[src/design/fdcd_pkg.sv]
// Shared types, frame constants and the glyph segment table for the frame decoder.
package fdcd_pkg;

   localparam int DIGIT_COUNT = 5;
   localparam int CODE_WIDTH  = 7;
   localparam int SEG_WIDTH   = 8;
   localparam int QUEUE_DEPTH = 2;

   localparam logic [7:0] SYNC_BYTE = 8'hff;
   localparam logic [7:0] ZERO_BYTE = 8'h00;

   // Frame positions: header bytes, glyph codes and the trailer.
   localparam logic [3:0] POS_HEAD0   = 4'd0;
   localparam logic [3:0] POS_HEAD1   = 4'd1;
   localparam logic [3:0] POS_HEAD2   = 4'd2;
   localparam logic [3:0] POS_HEAD3   = 4'd3;
   localparam logic [3:0] POS_GLYPH0  = 4'd4;
   localparam logic [3:0] POS_GLYPH1  = 4'd5;
   localparam logic [3:0] POS_GLYPH2  = 4'd6;
   localparam logic [3:0] POS_GLYPH3  = 4'd7;
   localparam logic [3:0] POS_GLYPH4  = 4'd8;
   localparam logic [3:0] POS_TRAILER = 4'd9;

   // Five glyph codes of one completed frame.
   typedef logic [DIGIT_COUNT-1:0][CODE_WIDTH-1:0] glyph_set_type;

   // Active-low segment patterns; the upper half carries the bottom triangle lit.
   localparam logic [SEG_WIDTH-1:0] GLYPH_ROM [64] = '{
      8'hc0, 8'hf9, 8'ha4, 8'hb0, 8'h99, 8'h92, 8'h82, 8'hf8, 8'h80, 8'h90,
      8'h88, 8'h83, 8'hc6, 8'ha7, 8'ha1, 8'h86, 8'h8e, 8'h8b, 8'hf1, 8'hc7,
      8'hab, 8'ha3, 8'h8c, 8'h98, 8'haf, 8'he3, 8'h91, 8'h3f, 8'h3f, 8'h3f,
      8'h3f, 8'h3f,
      8'h40, 8'h79, 8'h24, 8'h30, 8'h19, 8'h12, 8'h02, 8'h78, 8'h00, 8'h10,
      8'h08, 8'h03, 8'h46, 8'h27, 8'h21, 8'h06, 8'h0e, 8'h0b, 8'h71, 8'h47,
      8'h2b, 8'h23, 8'h0c, 8'h18, 8'h2f, 8'h63, 8'h11, 8'h3f, 8'h3f, 8'h3f,
      8'h3f, 8'h3f
   };

endpackage

[src/design/fdcd_front.sv]
// Front end: tracks the frame position, checks glyph codes and hands off complete frames.
module fdcd_front import fdcd_pkg::*; (
   input  logic          clock,
   input  logic          reset,
   input  logic          req_valid,
   output logic          req_ready,
   input  logic [7:0]    req_rx_byte,
   output logic          push_valid,
   input  logic          push_ready,
   output glyph_set_type push_codes
);

   logic [3:0]    pos_ff, pos_in;
   glyph_set_type codes_ff, codes_in;
   logic          code_ok;
   logic          trailer_hit;
   logic          take;

   // A glyph code must fall in one of the four allowed ranges.
   always_comb begin
      code_ok = (req_rx_byte <= 8'h1c) ||
                (req_rx_byte >= 8'h20 && req_rx_byte <= 8'h3a) ||
                (req_rx_byte >= 8'h40 && req_rx_byte <= 8'h5a) ||
                (req_rx_byte >= 8'h60 && req_rx_byte <= 8'h7a);
   end

   // The front only stalls when a finished frame cannot enter the queue.
   assign trailer_hit = (pos_ff == POS_TRAILER) && (req_rx_byte == SYNC_BYTE);
   assign req_ready   = !trailer_hit || push_ready;
   assign take        = req_valid && req_ready;
   assign push_valid  = req_valid && trailer_hit;
   assign push_codes  = codes_ff;

   // Next position and glyph capture for the accepted byte.
   always_comb begin
      pos_in   = pos_ff;
      codes_in = codes_ff;
      if (take) begin
         unique case (pos_ff)
            POS_HEAD1, POS_HEAD2: begin
               if (req_rx_byte == ZERO_BYTE) begin
                  pos_in = pos_ff + 4'd1;
               end else if (req_rx_byte == SYNC_BYTE) begin
                  pos_in = POS_HEAD1;
               end else begin
                  pos_in = POS_HEAD0;
               end
            end
            POS_HEAD3: begin
               pos_in = (req_rx_byte == SYNC_BYTE) ? POS_GLYPH0 : POS_HEAD0;
            end
            POS_GLYPH0, POS_GLYPH1, POS_GLYPH2, POS_GLYPH3, POS_GLYPH4: begin
               if (code_ok) begin
                  codes_in[3'(pos_ff - POS_GLYPH0)] = req_rx_byte[CODE_WIDTH-1:0];
                  pos_in = pos_ff + 4'd1;
               end else if (req_rx_byte == SYNC_BYTE) begin
                  pos_in = POS_HEAD1;
               end else begin
                  pos_in = POS_HEAD0;
               end
            end
            POS_TRAILER: begin
               pos_in = POS_HEAD0;
            end
            default: begin
               // Header start, and any unreachable position, hunt for the first sync byte.
               pos_in = (req_rx_byte == SYNC_BYTE) ? POS_HEAD1 : POS_HEAD0;
            end
         endcase
      end
   end

   // Position register is control state; the stored codes are payload.
   always_ff @(posedge clock) begin
      if (reset) begin
         pos_ff <= POS_HEAD0;
      end else begin
         pos_ff <= pos_in;
      end
      codes_ff <= codes_in;
   end

endmodule

[src/design/fdcd_queue.sv]
// Short queue of completed frames between the front and back ends.
module fdcd_queue import fdcd_pkg::*; (
   input  logic          clock,
   input  logic          reset,
   input  logic          push_valid,
   output logic          push_ready,
   input  glyph_set_type push_codes,
   output logic          pop_valid,
   input  logic          pop_ready,
   output glyph_set_type pop_codes
);

   localparam int PTR_WIDTH = $clog2(QUEUE_DEPTH);

   glyph_set_type         entries_ff [QUEUE_DEPTH];
   logic [PTR_WIDTH-1:0]  wr_ptr_ff, wr_ptr_in;
   logic [PTR_WIDTH-1:0]  rd_ptr_ff, rd_ptr_in;
   logic [PTR_WIDTH:0]    count_ff, count_in;
   logic                  do_push, do_pop;

   assign push_ready = (count_ff != (PTR_WIDTH+1)'(QUEUE_DEPTH));
   assign pop_valid  = (count_ff != '0);
   assign pop_codes  = entries_ff[rd_ptr_ff];
   assign do_push    = push_valid && push_ready;
   assign do_pop     = pop_valid && pop_ready;

   // Pointer and occupancy updates.
   always_comb begin
      wr_ptr_in = wr_ptr_ff;
      rd_ptr_in = rd_ptr_ff;
      count_in  = count_ff;
      if (do_push) begin
         wr_ptr_in = (wr_ptr_ff == PTR_WIDTH'(QUEUE_DEPTH-1)) ? '0 : wr_ptr_ff + 1'b1;
      end
      if (do_pop) begin
         rd_ptr_in = (rd_ptr_ff == PTR_WIDTH'(QUEUE_DEPTH-1)) ? '0 : rd_ptr_ff + 1'b1;
      end
      if (do_push && !do_pop) begin
         count_in = count_ff + 1'b1;
      end else if (do_pop && !do_push) begin
         count_in = count_ff - 1'b1;
      end
   end

   always_ff @(posedge clock) begin
      if (reset) begin
         wr_ptr_ff <= '0;
         rd_ptr_ff <= '0;
         count_ff  <= '0;
      end else begin
         wr_ptr_ff <= wr_ptr_in;
         rd_ptr_ff <= rd_ptr_in;
         count_ff  <= count_in;
      end
      if (do_push) begin
         entries_ff[wr_ptr_ff] <= push_codes;
      end
   end

endmodule

[src/design/fdcd_back.sv]
// Back end: looks up segment patterns for a frame and holds the result register.
module fdcd_back import fdcd_pkg::*; (
   input  logic                          clock,
   input  logic                          reset,
   input  logic                          pop_valid,
   output logic                          pop_ready,
   input  glyph_set_type                 pop_codes,
   output logic                          rsp_valid,
   input  logic                          rsp_ready,
   output logic [DIGIT_COUNT-1:0][SEG_WIDTH-1:0] rsp_segs,
   output logic [DIGIT_COUNT-1:0]        rsp_top_off
);

   logic                                  valid_ff, valid_in;
   logic [DIGIT_COUNT-1:0][SEG_WIDTH-1:0] segs_ff, segs_in;
   logic [DIGIT_COUNT-1:0]                top_off_ff, top_off_in;
   logic                                  load;

   // The result register accepts a new frame whenever it is empty or being drained.
   assign pop_ready = !valid_ff || rsp_ready;
   assign load      = pop_valid && pop_ready;

   // Codes below 0x40 index the table directly with the top triangle off;
   // higher codes drop bit 6, which is the same as subtracting 0x40.
   always_comb begin
      for (int k = 0; k < DIGIT_COUNT; k++) begin
         segs_in[k]    = GLYPH_ROM[pop_codes[k][5:0]];
         top_off_in[k] = !pop_codes[k][6];
      end
   end

   always_comb begin
      valid_in = valid_ff;
      if (load) begin
         valid_in = 1'b1;
      end else if (rsp_ready) begin
         valid_in = 1'b0;
      end
   end

   always_ff @(posedge clock) begin
      if (reset) begin
         valid_ff <= 1'b0;
      end else begin
         valid_ff <= valid_in;
      end
      if (load) begin
         segs_ff    <= segs_in;
         top_off_ff <= top_off_in;
      end
   end

   assign rsp_valid   = valid_ff;
   assign rsp_segs    = segs_ff;
   assign rsp_top_off = top_off_ff;

endmodule

[src/design/framed_digit_command_decoder.sv]
// Top level of the framed digit command decoder: front end, frame queue and back end.
//
//   channel   direction  handshake             payload
//   req       in         req_valid/req_ready   req_rx_byte
//   rsp       out        rsp_valid/rsp_ready   rsp_seg_digit0..4, rsp_top_off0..4
//
// One byte is taken every cycle while req_ready is high.
// A completed frame passes through a two-entry queue and is then loaded into the
// result register, given room downstream.
// Reset clears the frame position, the queue and the result valid flag.
// The request side stalls only when the queue is full at a trailer byte.
module framed_digit_command_decoder import fdcd_pkg::*; (
   input  logic       clock,
   input  logic       reset,
   input  logic       req_valid,
   output logic       req_ready,
   input  logic [7:0] req_rx_byte,
   output logic       rsp_valid,
   input  logic       rsp_ready,
   output logic [7:0] rsp_seg_digit0,
   output logic [7:0] rsp_seg_digit1,
   output logic [7:0] rsp_seg_digit2,
   output logic [7:0] rsp_seg_digit3,
   output logic [7:0] rsp_seg_digit4,
   output logic       rsp_top_off0,
   output logic       rsp_top_off1,
   output logic       rsp_top_off2,
   output logic       rsp_top_off3,
   output logic       rsp_top_off4
);

   logic                                  push_valid, push_ready;
   glyph_set_type                         push_codes;
   logic                                  pop_valid, pop_ready;
   glyph_set_type                         pop_codes;
   logic [DIGIT_COUNT-1:0][SEG_WIDTH-1:0] segs;
   logic [DIGIT_COUNT-1:0]                top_off;

   fdcd_front u_front (
      .clock       (clock),
      .reset       (reset),
      .req_valid   (req_valid),
      .req_ready   (req_ready),
      .req_rx_byte (req_rx_byte),
      .push_valid  (push_valid),
      .push_ready  (push_ready),
      .push_codes  (push_codes)
   );

   fdcd_queue u_queue (
      .clock      (clock),
      .reset      (reset),
      .push_valid (push_valid),
      .push_ready (push_ready),
      .push_codes (push_codes),
      .pop_valid  (pop_valid),
      .pop_ready  (pop_ready),
      .pop_codes  (pop_codes)
   );

   fdcd_back u_back (
      .clock       (clock),
      .reset       (reset),
      .pop_valid   (pop_valid),
      .pop_ready   (pop_ready),
      .pop_codes   (pop_codes),
      .rsp_valid   (rsp_valid),
      .rsp_ready   (rsp_ready),
      .rsp_segs    (segs),
      .rsp_top_off (top_off)
   );

   // Fan the packed result out to one port per digit.
   assign rsp_seg_digit0 = segs[0];
   assign rsp_seg_digit1 = segs[1];
   assign rsp_seg_digit2 = segs[2];
   assign rsp_seg_digit3 = segs[3];
   assign rsp_seg_digit4 = segs[4];
   assign rsp_top_off0   = top_off[0];
   assign rsp_top_off1   = top_off[1];
   assign rsp_top_off2   = top_off[2];
   assign rsp_top_off3   = top_off[3];
   assign rsp_top_off4   = top_off[4];

endmodule
[config.mk]
export PLATFORM = sky130hd
export DESIGN_NAME = framed_digit_command_decoder
export DESIGN_NICKNAME = d
export VERILOG_FILES = /design/src/design/fdcd_pkg.sv /design/src/design/fdcd_front.sv /design/src/design/fdcd_queue.sv /design/src/design/fdcd_back.sv /design/src/design/framed_digit_command_decoder.sv
export SDC_FILE = /design/constraint.sdc
export NUM_CORES = 1
export LEC_CHECK = 0
export BUFFER_PORTS_ARGS = -buffer_cell sky130_fd_sc_hd__buf_2
export CAP_MARGIN = 15
export CORE_MARGIN = 4
export CORE_UTILIZATION = 53
export CTS_CLUSTER_DIAMETER = 30
export DETAILED_ROUTE_END_ITERATION = 7
export GPL_TIMING_DRIVEN = 0
export PLACE_DENSITY = 0.76
export SETUP_SLACK_MARGIN = 0.2
export SYNTH_ARGS = -nofsm -noshare
export SYNTH_HDL_FRONTEND = slang
export SYNTH_HIERARCHICAL = 1
export SYNTH_SLANG_ARGS = --single-unit
[constraint.sdc]
create_clock -name clock -period 3.8 [get_ports clock]
set_clock_uncertainty 0.2 [all_clocks]
set_input_delay 0.38 -clock clock [delete_from_list [all_inputs] [get_ports clock]]
set_output_delay 0.38 -clock clock [all_outputs]
set_load 0.02 [all_outputs]
After elaboration in Yosys (flattened, before gate mapping)

Memory sizes are Yosys's and may differ from the RTL's. A register that Yosys moved wholly into a read port is not among the register bits.
Cells that the tools add are included.
W data, S select, Z words.

Bits in registers: 49
Memory bits (writable): 70
ROM bits: 2560
Output and inout port bits: 47
Memories: 6

Add/sub/neg operators: 6
Order comparisons: 9
Eq/ne operators: 11
Muxes and demuxes: 18
Bitwise logic cells: 5
Reduce and logical (&&, ||, !) cells: 32

Memory list:

| name               | words | width | read ports | clocked after Yosys merged registers in | wr ports | RTL line         | RTL |
|---|---|---|---|---|---|---|---|
| (name not given)   | 64    | 8     | 1          | 1                                       | 0        | fdcd_back.sv:27  | `segs_in[k] = GLYPH_ROM[pop_codes[k][5:0]];` |
| (name not given)   | 64    | 8     | 1          | 1                                       | 0        | fdcd_back.sv:27  |  |
| (name not given)   | 64    | 8     | 1          | 1                                       | 0        | fdcd_back.sv:27  |  |
| (name not given)   | 64    | 8     | 1          | 1                                       | 0        | fdcd_back.sv:27  |  |
| (name not given)   | 64    | 8     | 1          | 1                                       | 0        | fdcd_back.sv:27  |  |
| u_queue.entries_ff | 2     | 35    | 1          | 1                                       | 1        | fdcd_queue.sv:15 | `glyph_set_type entries_ff [QUEUE_DEPTH];` |

Operators with widths:

| operator              | number |
|---|---|
| $bwmux W35            | 1 |
| $not A6 Y7            | 5 |
| $demux W7 S3          | 1 |
| $eq A4 B3 Y1 const B  | 4 |
| $ge A8 B7 Y1 const B  | 2 |
| $le A8 B7 Y1 const B  | 2 |
| $pmux W4 S4           | 1 |
| $logic_and A1 B1 Y1   | 11 |
| $logic_not A1 Y1      | 9 |
| $mux W1               | 9 |
| $eq A4 B2 Y1 const B  | 2 |
| $eq A4 B4 Y1 const B  | 2 |
| $eq A8 B8 Y1 const B  | 1 |
| $ge A8 B6 Y1 const B  | 1 |
| $le A8 B5 Y1 const B  | 1 |
| $le A8 B6 Y1 const B  | 1 |
| $logic_not A8 Y1      | 1 |
| $mux W4               | 2 |
| $mux W7               | 1 |
| $reduce_bool A2 Y1    | 3 |
| $logic_or A1 B1 Y1    | 5 |
| $reduce_or A5 Y1      | 1 |
| $add A4 B1 Y4 const B | 1 |
| $eq A4 B1 Y1 const B  | 1 |
| other kinds (11)      | 13 |

Longest topological paths before layout

Gate-level depths: netlist (run 1).

Depth in word-level cells: 8
Mapped depth: 10
Depth with buffers taken out: 9

Modules after synthesis

The synthesis (run 1) kept the hierarchy.

Modules (own cells, without submodules):

| module     | instances | cells an instance | area each (um^2) | seq. area each (um^2) |
|---|---|---|---|---|
| fdcd_back  | 1         | 385               | 3606.0           | 1371.3 |
| fdcd_queue | 1         | 133               | 2738.9           | 2202.1 |
| fdcd_front | 1         | 100               | 1584.0           | 1131.1 |

Least setup slack after synthesis (run 1)

OpenSTA, ideal clock, no wires.

Path type: reg2reg
Start: register u_front.pos_ff[1]
End: memory u_queue/entries_ff[1][0] (netlist name), enable pin
Library setup time: 0.396 ns
Arrival time: 2.203 ns
Data required time: 3.204 ns
Path slack: 1.002 ns
Stages on the path, launching flop included: 6
Path buffers: 0
Clock period less this slack: 2.798 ns
Cell sequence: dfxtp_1 inv_1 ha_1 nand3b_1 nor4_1 and3_1

Longest elaborated chain between the ends: 6

Ends and longest elaborated chain:

| what                          | RTL line                           | RTL |
|---|---|---|
| start: declaration            | fdcd_front.sv:13                   | `logic [3:0] pos_ff, pos_in;` |
| start signal: assignment      | fdcd_front.sv:78                   | `pos_ff <= pos_in;` |
| $eq A4 B4 Y1                  | fdcd_front.sv:28                   | `assign trailer_hit = (pos_ff == POS_TRAILER) && (req_rx_byte == SYNC_BYTE);` |
| $logic_and A1 B1 Y1           | fdcd_front.sv:28                   |  |
| $logic_and A1 B1 Y1           | fdcd_front.sv:31                   | `assign push_valid = req_valid && trailer_hit;` |
| named net push_valid          | framed_digit_command_decoder.sv:32 | `logic push_valid, push_ready;` |
| $logic_and A1 B1 Y1           | fdcd_queue.sv:24                   | `assign do_push = push_valid && push_ready;` |
| $mux W1                       | fdcd_queue.sv:55                   | `if (do_push) begin` |
| $mux W1 (implied by the code) | fdcd_queue.sv:56                   | `entries_ff[wr_ptr_ff] <= push_codes;` |
| end: declaration              | fdcd_queue.sv:15                   |  |

The timed path passes the listed nets, and every way through them passes these cells.

Worst setup path after layout (run 1)

Start: register u_front.pos_ff[1]
End: memory u_queue/entries_ff[0][31] (netlist name), enable pin

The elaborated chain is that of the path after synthesis.

==> qor.txt, run 1 <==
WP data arrival - 2960 ps
post-CTS setup buffer count - 0
worst ir drop on vdd - 310 µV
die area - 0.0170 mm²
Warnings, synthesis - 6
Hold Slack - 80.9 ps
Area Growth Syn to Fin - 15.2%
run status - complete, but fails checks
largest net degree at the start of global routing - 37
Net Switching - 0.972 mW
Hold Crit Depth - 3
CTS Buf Count - 17
Setup CP Type - flop to flop
RSZ-0062 raised after global routing - no
Buffers on Ports - 58
Final TNS setup - 0 ps
Syn Nets - 670
initial core utilization - 0.543
total power - 4.15 mW
sequential group share of total power - 0.478
top post-synthesis cells by area - edfxtp_1 57%, ha_1 6.3%, mux2_2 5.7%
period utilization - 0.801
Routability Congestion - 0.906
Die H - 130 µm
most common cell after layout, fill and taps aside - edfxtp_1
Cells after Synth - 618
Mapped Area - 0.00793 mm²
CTS Hold Buffers Added - 0
Pint - 3.18 mW
GRT overflow - 0
# setup viols final - 0
Required @ worst endpoint - 3720 ps
violated checks - design-rule violations
Via Count - 5279
global-route wire length before repair - 24900 µm
antenna-violating nets left - 0
Net Sw Frac - 0.234
ANT cells - 0
clock-pin slew on the worst setup and hold paths - 60 ps
HP Class - input pin to flop
clock buffer depth - 2
Slew Viols, Final - 0
Post-synth EDFFs - 150
DRT iter0 DRCs - 499
drt pass-1 iters - 7
Core Util, Final - 0.626
max-cap violation count - 0
root buf cell - clkbuf_16
P_leak - 3.33 nW
filler cell count - 1106
hold_sp - rsp_ready
Post-Syn Area per Cell - 12.8 µm²
Synth top area share - 0.568
row cnt - 44
post-DP HPWL - 10600 µm
Seq cells post-synth - 160
Worst setup SP type - flop
Seq/Total Area, Yosys - 0.593
Comb pwr share - 0.105
FMAX - 0.329 GHz
Power Dens Cells - 454 mW/mm²
number of global-route vias before repair - 5037
All-Layer GR Usage - 0.187
Crit. End Element - flop
R2R Path End - u_queue/entries_ff[0][31]
fin nets - 751
Hold Vio Cnt, Final - 0
prevailing post-synth register cell - edfxtp_1
async set or reset register ratio after synthesis - 0
# H-tree levels - 4
Reg2Reg Setup Slack - 760 ps
minimum clock period - 3040 ps
Synth area leader - edfxtp_1
most frequent cells in the layout - 150 x edfxtp_1, 83 x buf_2, 40 x mux2_2, 40 x ha_1, 39 x a21oi_1
R2R cell count - 7
count of cell types in the netlist - 69
Routed WL - 15700 µm
Worst Tran Pin Value - 999 ps
RR Startpoint - u_front/pos_ff[1]
Die Span X - 130 µm
share of layout cells above drive strength 1 - 0.263
largest fanout on the critical path - 20
post-DR wirelength/cell - 17.5 µm
worst skew pair latency - 410 ps
CTS resizes - 0
IO Count - 59
CTS sink cnt - 160
Worst slew margin - 0.329
CTS tree - yes
Vias/cell - 5.89
initial antenna violation count - 0
Residual DRC - 1
clock network power share - 0.416
core area - 0.0146 mm²
WHS Endpoint - u_back/rsp_valid
critical path, cell delays in order (launching register included):
cell and delay, ps:
dfxtp_1 400, inv_1 150, ha_1 310, nand3b_1 140, nor4_1 520, nand3b_1 170
inv_1 590, buf_16 250
worst max-delay path by stage:
stage,from,end,cells past startpoint
finish,u_front/pos_ff[1],u_queue/entries_ff[0][31],7
global route,u_front/pos_ff[1],u_queue/entries_ff[0][13],7
CTS,u_front/pos_ff[1],u_front/push_codes[21],6
detailed placement,u_front/pos_ff[1],u_front/push_codes[26],6
global placement,u_front/pos_ff[1],u_queue/entries_ff[1][12],5
floorplan,u_front/pos_ff[1],u_queue/entries_ff[1][0],5
cell type report:
| type | instances | area [µm²] | share of cell area |
|---|---|---|---|
| multi-input cells | 390 | 2930 | 0.321 |
| plain buffers | 35 | 186 | 0.0204 |
| repair buffers | 62 | 348 | 0.0381 |
| clock buffers | 17 | 425 | 0.0466 |
| flip-flops and latches | 160 | 4700 | 0.515 |
| inverters | 33 | 124 | 0.0136 |
| well taps | 184 | 230 | 0.0252 |
| clock inverters | 15 | 186 | 0.0204 |
stage by stage:
step,worst slack [ps],cells,cell area [µm²]
floorplan,1000,618,7930
global placement,321,860,8450
detailed placement,683,863,8520
CTS,655,895,9130
global route,454,896,9130
finish,756,896,9130
cell families (layout without fill, tap and decap cells):
kind of cell    count (synthesis)  in the layout  synth area share
compound gates                161            161             0.134
flops                         160            160             0.593
simple gates                  129            129            0.0876
buf+inv                        68            162            0.0391
mux                            55             55            0.0778
fa+ha+maj                      40             40            0.0631
xor+xnor                        5              5           0.00552
synthesized netlist by cell type (5+ instances only):
library cell,count
a211oi_1,11
nand2b_1,17
nand3_1,5
nor3_1,8
o21ai_0,38
nor2_1,30
mux2i_1,14
buf_2,23
or2_2,10
mux2_2,40
clkbuf_1,5
buf_4,7
edfxtp_1,150
nor2b_1,11
ha_1,40
inv_1,32
o21a_1,7
nand2_1,23
nand3b_1,6
a21oi_1,39
a31oi_1,15
dfxtp_1,10
o22ai_1,6
power by group through the flow:
stage	Clock (mW)	Combinational, mW	Sequential (mW)
after global routing	1.85	0.478	1.99
final	1.73	0.437	1.98
after global placement	0	0.413	2.02
after CTS	1.77	0.437	1.98
after floorplan	0	0.260	2.07
after detailed placement	0	0.434	2.02
state kept, by name (all words and copies together), names as in the netlist, named ones only:
signal / cells
u_front/pos_ff: 4
u_queue/entries_ff: 70
u_queue/count_ff: 2
u_back/rsp_top_off: 5
u_back/rsp_segs: 40
u_queue/rd_ptr_ff: 1
u_front/push_codes: 35
u_queue/wr_ptr_ff: 1
u_back/rsp_valid: 1
metal layers:
metal	routed length (µm)	share of wire	global-route usage
met5	0	0	0
met4	199	0.013	0.0623
met3	869	0.055	0.0393
met2	7850	0.50	0.311
met1	6750	0.43	0.247
No activity file was read; power rests on OpenSTA's default activity.
==> inputs of run 2 (changes only) <==
clock period = 2.9 ns   (was 3.8 ns; I/O delays follow)
==> run 2 against run 1 <==
- the run now ends clean
- via count shrank 0.51%
- die area is the same
- routed wire length shrank 1.3%
- hold slack got worse by 53 ps
- combinational power grew 34%
- count of clock-buffer cells in the layout is the same
- cell count rose by 0.67%
- first-iteration DRC count increased by 15%
- critical endpoint is now u_front/push_codes[8]
- core utilization increased by 0.96 points
- critical path type unchanged
- sequential power rose by 31%
- power up 25%
==> qor.txt, run 2 (synthesized netlist as in run 1, its figures left out) <==
CTS sink cnt - 160 (unchanged)
Final TNS setup - 0 ps (unchanged)
worst skew pair latency - 420 ps (was 410 ps)
DR WL met2 - 7670 µm (was 7850 µm)
DRT iter0 DRCs - 574 (was 499)
met3 wire len - 812 µm (was 869 µm)
Die H - 130 µm (unchanged)
max FFs per register - 70 (unchanged)
most frequent cells in the layout - 150 x edfxtp_1, 79 x buf_2, 39 x mux2_2, 39 x a21oi_1 (was 150 x edfxtp_1, 83 x buf_2, 40 x mux2_2, 40 x ha_1, 39 x a21oi_1)
RSZ-0062 raised after global routing - yes (was no)
Setup CP Type - flop to flop (unchanged)
most common cell after layout, fill and taps aside - edfxtp_1 (unchanged)
P_leak - 3.35 nW (was 3.33 nW)
clock-pin slew on the worst setup and hold paths - 60 ps (about the same)
worst ir drop on vdd - 358 µV (was 310 µV)
IO Count - 59 (unchanged)
Net Switching - 1.28 mW (was 0.972 mW)
RR Startpoint - u_front/pos_ff[1] (unchanged)
Residual DRC - 0 (was 1)
post-DP HPWL - 10200 µm (was 10600 µm)
Hold Vio Cnt, Final - 0 (unchanged)
Pint - 3.91 mW (was 3.18 mW)
clock network power share - 0.386 (was 0.416)
max-cap violation count - 0 (unchanged)
share of layout cells above drive strength 1 - 0.287 (was 0.263)
row cnt - 44 (unchanged)
Vias/cell - 5.82 (was 5.89)
initial antenna violation count - 0 (unchanged)
DP Worst Slack - -141 ps (was 683 ps)
# setup viols final - 0 (unchanged)
die area - 0.0170 mm² (unchanged)
antenna-violating nets left - 0 (unchanged)
clock buffer depth - 2 (unchanged)
number of global-route vias before repair - 5109 (was 5037)
post-route setup slack - 306 ps (was 756 ps)
Via Count - 5252 (was 5279)
initial core utilization - 0.543 (unchanged)
FMAX - 0.385 GHz (was 0.329 GHz)
Reg2Reg Setup Slack - 310 ps (was 760 ps)
run status - finished clean (was complete, but fails checks)
minimum clock period - 2590 ps (was 3040 ps)
ANT cells - 0 (unchanged)
Routed WL - 15500 µm (was 15700 µm)
top sig layer - met4 (unchanged)
global-route wire length before repair - 25300 µm (was 24900 µm)
period utilization - 0.895 (was 0.801)
R2R Path End - u_front/push_codes[8] (was u_queue/entries_ff[0][31])
WP data arrival - 2520 ps (was 2960 ps)
Worst Setup SP - u_front/pos_ff[1] (unchanged)
Worst Tran Pin Value - 513 ps (was 999 ps)
Sequential Area - 0.00471 mm² (was 0.00470 mm²)
Comb pwr share - 0.113 (was 0.105)
design area - 0.00927 mm² (was 0.00913 mm²)
All-Layer GR Usage - 0.189 (was 0.187)
HP Class - input pin to flop (unchanged)
Area after DPL - 0.00852 mm² (about the same)
Power Dens Cells - 559 mW/mm² (was 454 mW/mm²)
Crit. End Element - flop (unchanged)
sequential group share of total power - 0.501 (was 0.478)
Required @ worst endpoint - 2830 ps (was 3720 ps)
fin nets - 757 (was 751)
Area Growth Syn to Fin - 17.0% (was 15.2%)
total power - 5.19 mW (was 4.15 mW)
Worst slew margin - 0.658 (was 0.329)
Die Span X - 130 µm (unchanged)
GRT overflow - 0 (unchanged)
CTS Buf Count - 17 (unchanged)
Slew Viols, Final - 0 (unchanged)
post-DR wirelength/cell - 17.1 µm (was 17.5 µm)
CP endpoint - u_front/push_codes[8] (was u_queue/entries_ff[0][31])
area of the multi-input gates - 0.00305 mm² (was 0.00293 mm²)
Reg with most FFs - u_queue/entries_ff (unchanged)
dpl cells - 864 (was 863)
Routability Congestion - 0.921 (was 0.906)
root buf cell - clkbuf_16 (unchanged)
largest net degree at the start of global routing - 37 (unchanged)
Worst setup SP type - flop (unchanged)
largest fanout on the critical path - 8 (was 20)
Net Sw Frac - 0.246 (was 0.234)
# H-tree levels - 4 (unchanged)
Buffers on Ports - 58 (unchanged)
R2R cell count - 7 (unchanged)
drt pass-1 iters - 5 (was 7)
core area - 0.0146 mm² (unchanged)
filler cell count - 1057 (was 1106)
CTS tree - yes (unchanged)
Non-Filler Instances - 902 (was 896)
Routed met1 length - 6840 µm (was 6750 µm)
run 2: cell count changes in the layout (fill, tap and decap cells not counted), sizes merged:
cell,before,now
buf,92,95
clkinvlp,2,5
dlygate4sd3,0,3
bufinv,3,0
run 2: final cells by class:
type,count,area share
multi-input cells,390,0.329
flip-flops and latches,160,0.508
repair buffers,68,0.0445
clock buffers,17,0.0459
plain buffers,35,0.0224
well taps,184,0.0248
inverters,33,0.0142
clock inverters,15,0.0119
run 2: power by group through the flow:
stage                     logic (mW)  clock network (mW)  registers, mW
final                          0.587                2.00           2.60
after global routing           0.642                2.16           2.60
after CTS                      0.575                2.05           2.60
after detailed placement       0.565                   0           2.65
after global placement         0.541                   0           2.65
after floorplan                0.341                   0           2.71
run 2: worst min path at each step:
stage | from | end | slack [ps] | cells past startpoint
after floorplan | reset | u_back/rsp_valid | 160 | 1
after global placement | u_front/push_codes[17] | u_queue/entries_ff[0][17] | 220 | 0
after detailed placement | u_front/push_codes[22] | u_queue/entries_ff[1][22] | 230 | 0
after CTS | req_rx_byte[2] | u_front/push_codes[30] | 4 | 1
after global routing | req_rx_byte[2] | u_front/push_codes[30] | 3 | 1
final | req_rx_byte[2] | u_front/push_codes[2] | 30 | 1
run 2: repair_timing:
| action | CTS | global route |
|---|---|---|
| pin swaps | 1 | 4 |
| setup endpoints to repair | 115 | 81 |
| endpoints found under the hold margin | 8 | 0 |
| buffers inserted | 1 | 2 |
| gates resized for setup | 19 | 15 |
| hold buffers | 3 | 0 |
run 2: critical path: stages (launching register included):
cell      delay (ps)
dfxtp_2          460
inv_1            120
ha_2             240
nand3b_1         170
o41a_1           270
nand4_4          230
nor4b_4          370
buf_2            230
run 2: layer usage:
layer / vias up / GRT usage
met5: - / 0
met1: 2547 / 0.258
met3: 15 / 0.0430
met2: 180 / 0.307
met4: 0 / 0.0556
li1: 2510 / -
run 2: stage by stage:
step                      hold WS (ps)   util
after floorplan                    159      -
after global placement             222  0.579
after detailed placement           230  0.584
after CTS                         3.56  0.630
after global routing              3.37  0.636
final                             28.0  0.636
==> inputs of run 3 (changes only) <==
PLACE_DENSITY = 0.81   (was 0.76)
clock period = 2.3 ns   (was 2.9 ns; I/O delays follow)
==> run 3 against run 2 <==
- the flow now finishes with violations (negative setup slack)
- sequential power is 26% higher
- cell area rose by 23%
- flip-flop and latch count unchanged
- sequential share of layout area fell by 9.4 points
- routed wire length is 40% higher
- first-iteration DRC count shrank 3.7%
==> qor.txt, run 3 (synthesized netlist as in run 1, its figures left out) <==
Required @ worst endpoint - 2230 ps (was 2830 ps)
Worst Tran Pin Value - 638 ps (was 513 ps)
Worst slew margin - 0.575 (was 0.658)
period utilization - 1.01 (was 0.895)
HP Class - input pin to flop (unchanged)
max FFs per register - 70 (unchanged)
Worst setup SP type - flop (unchanged)
share of layout cells above drive strength 1 - 0.509 (was 0.287)
initial antenna violation count - 0 (unchanged)
largest net degree at the start of global routing - 46 (was 37)
post-route setup slack - -20.1 ps (was 306 ps)
Setup CP Type - flop to flop (unchanged)
violated checks - negative setup slack
die area - 0.0170 mm² (unchanged)
antenna-violating nets left - 0 (unchanged)
FMAX - 0.431 GHz (was 0.385 GHz)
Vias/cell - 6.08 (was 5.82)
Pint - 5.45 mW (was 3.91 mW)
initial core utilization - 0.543 (unchanged)
fin nets - 855 (was 757)
R2R cell count - 9 (was 7)
number of global-route vias before repair - 5597 (was 5109)
Reg2Reg Setup Slack - -20 ps (was 310 ps)
crit path max-delay cell type - dfxtp_4 (was dfxtp_2)
max-cap violation count - 0 (unchanged)
ANT cells - 0 (unchanged)
run status - complete, but fails checks (was finished clean)
clock-pin slew on the worst setup and hold paths - 60 ps (about the same)
Die Span X - 130 µm (unchanged)
post-DR wirelength/cell - 21.7 µm (was 17.1 µm)
CP endpoint - u_front/push_codes[10] (was u_front/push_codes[8])
post-DP HPWL - 10500 µm (was 10200 µm)
Net Switching - 1.79 mW (was 1.28 mW)
Hold Vio Cnt, Final - 0 (unchanged)
Crit path largest cell delay - 400 ps (was 460 ps)
# H-tree levels - 4 (unchanged)
Routed WL - 21700 µm (was 15500 µm)
Via Count - 6066 (was 5252)
Power Dens Cells - 636 mW/mm² (was 559 mW/mm²)
Comb pwr share - 0.156 (was 0.113)
Net Sw Frac - 0.247 (was 0.246)
worst ir drop on vdd - 564 µV (was 358 µV)
clock buffer depth - 2 (unchanged)
Final TNS setup - -154 ps (was 0 ps)
sequential group share of total power - 0.453 (was 0.501)
CTS Buf Count - 17 (unchanged)
GRT overflow - 0 (unchanged)
# setup viols final - 12 (was 0)
CTS sink cnt - 160 (unchanged)
Area after DPL - 0.00874 mm² (was 0.00852 mm²)
Worst Setup SP - u_front/pos_ff[1] (unchanged)
clock network power share - 0.391 (was 0.386)
IO Count - 59 (unchanged)
minimum clock period - 2320 ps (was 2590 ps)
dpl cells - 860 (was 864)
All-Layer GR Usage - 0.229 (was 0.189)
DRT iter0 DRCs - 553 (was 574)
core area - 0.0146 mm² (unchanged)
RR Startpoint - u_front/pos_ff[1] (unchanged)
Die H - 130 µm (unchanged)
global-route wire length before repair - 29700 µm (was 25300 µm)
CP dominant cell by count - buf_6
RSZ-0062 raised after global routing - yes (unchanged)
Residual DRC - 0 (unchanged)
worst skew pair latency - 420 ps (about the same)
R2R Path End - u_front/push_codes[10] (was u_front/push_codes[8])
Area Growth Syn to Fin - 43.6% (was 17.0%)
CTS tree - yes (unchanged)
design area - 0.0114 mm² (was 0.00927 mm²)
most common cell after layout, fill and taps aside - edfxtp_1 (unchanged)
row cnt - 44 (unchanged)
Slew Viols, Final - 0 (unchanged)
Reg with most FFs - u_queue/entries_ff (unchanged)
root buf cell - clkbuf_16 (unchanged)
Non-Filler Instances - 998 (was 902)
drt pass-1 iters - 5 (unchanged)
Buffers on Ports - 58 (unchanged)
P_leak - 4.11 nW (was 3.35 nW)
largest fanout on the critical path - 7 (was 8)
Crit. End Element - flop (unchanged)
Routability Congestion - 0.935 (was 0.921)
critical path cell sequence - buf_6 > buf_12 > ha_4 > o41ai_4 > o21ai_2 > nand4_4 > buf_6 > nor4b_4 > buf_6 (was inv_1 > ha_2 > nand3b_1 > o41a_1 > nand4_4 > nor4b_4 > buf_2)
most frequent cells in the layout - 150 x edfxtp_1, 68 x buf_2, 68 x buf_4, 31 x buf_6, 25 x nor2_1 (was 150 x edfxtp_1, 79 x buf_2, 39 x mux2_2, 39 x a21oi_1)
WP data arrival - 2250 ps (was 2520 ps)
## run 3: changes by cell type in the layout (fill, tap and decap cells not counted), sizes merged
cell         before  now
buf              95  184
clkinv            7    4
dlygate4sd3       3   10
bufinv            0    3
inv              36   32
clkinvlp          5    6
and3              1    4
## run 3: worst min-delay path by stage
| stage | start | end | slack (ps) | depth (start not counted) |
|---|---|---|---|---|
| 2_1_floorplan | reset | flop | 90 | 1 |
| 3_3_place_gp | u_front/push_codes[1] | u_queue/entries_ff[0][1] | 220 | 0 |
| 3_5_place_dp | u_front/push_codes[34] | u_queue/entries_ff[0][34] | 230 | 0 |
| 4_1_cts | req_valid | u_front/pos_ff[2] | 70 | 4 |
| 5_1_grt | req_valid | u_front/pos_ff[2] | 130 | 4 |
| 6_report | req_valid | u_front/pos_ff[2] | 130 | 4 |
## run 3: cell type report
cell class,count,area (µm²)
repair buffers,162,1330
flip-flops and latches,160,4710
clock buffers,19,433
plain buffers,35,357
multi-input cells,393,3990
clock inverters,11,143
repair inverters,1,7.51
inverters,33,188
fillers,749,3210
well taps,184,230
## run 3: worst max-delay path, delay by kind of cell, from the launching register on
family,cells,cell delay (ps)
buf+inv,4,550
flops,1,400
simple gates,2,400
compound gates,2,330
fa+ha+maj,1,140
## run 3: stage by stage
step | util | setup WS (ps) | power [mW] | hold WS, ps
after floorplan | - | 44.5 | 3.88 | 95.0
after global placement | 0.599 | -260 | 4.06 | 222
after detailed placement | 0.599 | -320 | 4.08 | 230
after CTS | 0.700 | 41.5 | 6.97 | 66.9
after global routing | 0.780 | -87.3 | 7.49 | 127
final | 0.780 | -20.1 | 7.24 | 126
## run 3: per-layer routing
layer  vias up  wire (µm)  GRT usage
li1       2717          -          -
met2       294      11200      0.384
met3        57       1380     0.0577
met1      2998       8590      0.294
met4         0        495     0.0691
met5         -          0          0
## run 3: power by group through the flow
| stage | clock [mW] | combinational (mW) | sequential (mW) |
|---|---|---|---|
| after CTS | 2.82 | 0.872 | 3.28 |
| final | 2.83 | 1.13 | 3.28 |
| after global routing | 3.00 | 1.20 | 3.28 |
| after global placement | 0 | 0.718 | 3.34 |
| after floorplan | 0 | 0.466 | 3.41 |
| after detailed placement | 0 | 0.738 | 3.34 |
## run 3: timing repair
item,4_1_cts,5_1_grt
setup buffers,43,45
setup endpoints to repair,148,146
resized for setup,95,180
cloned,5,4
pin swaps,25,53
hold endpoints to repair,42,0
hold buffers,10,0
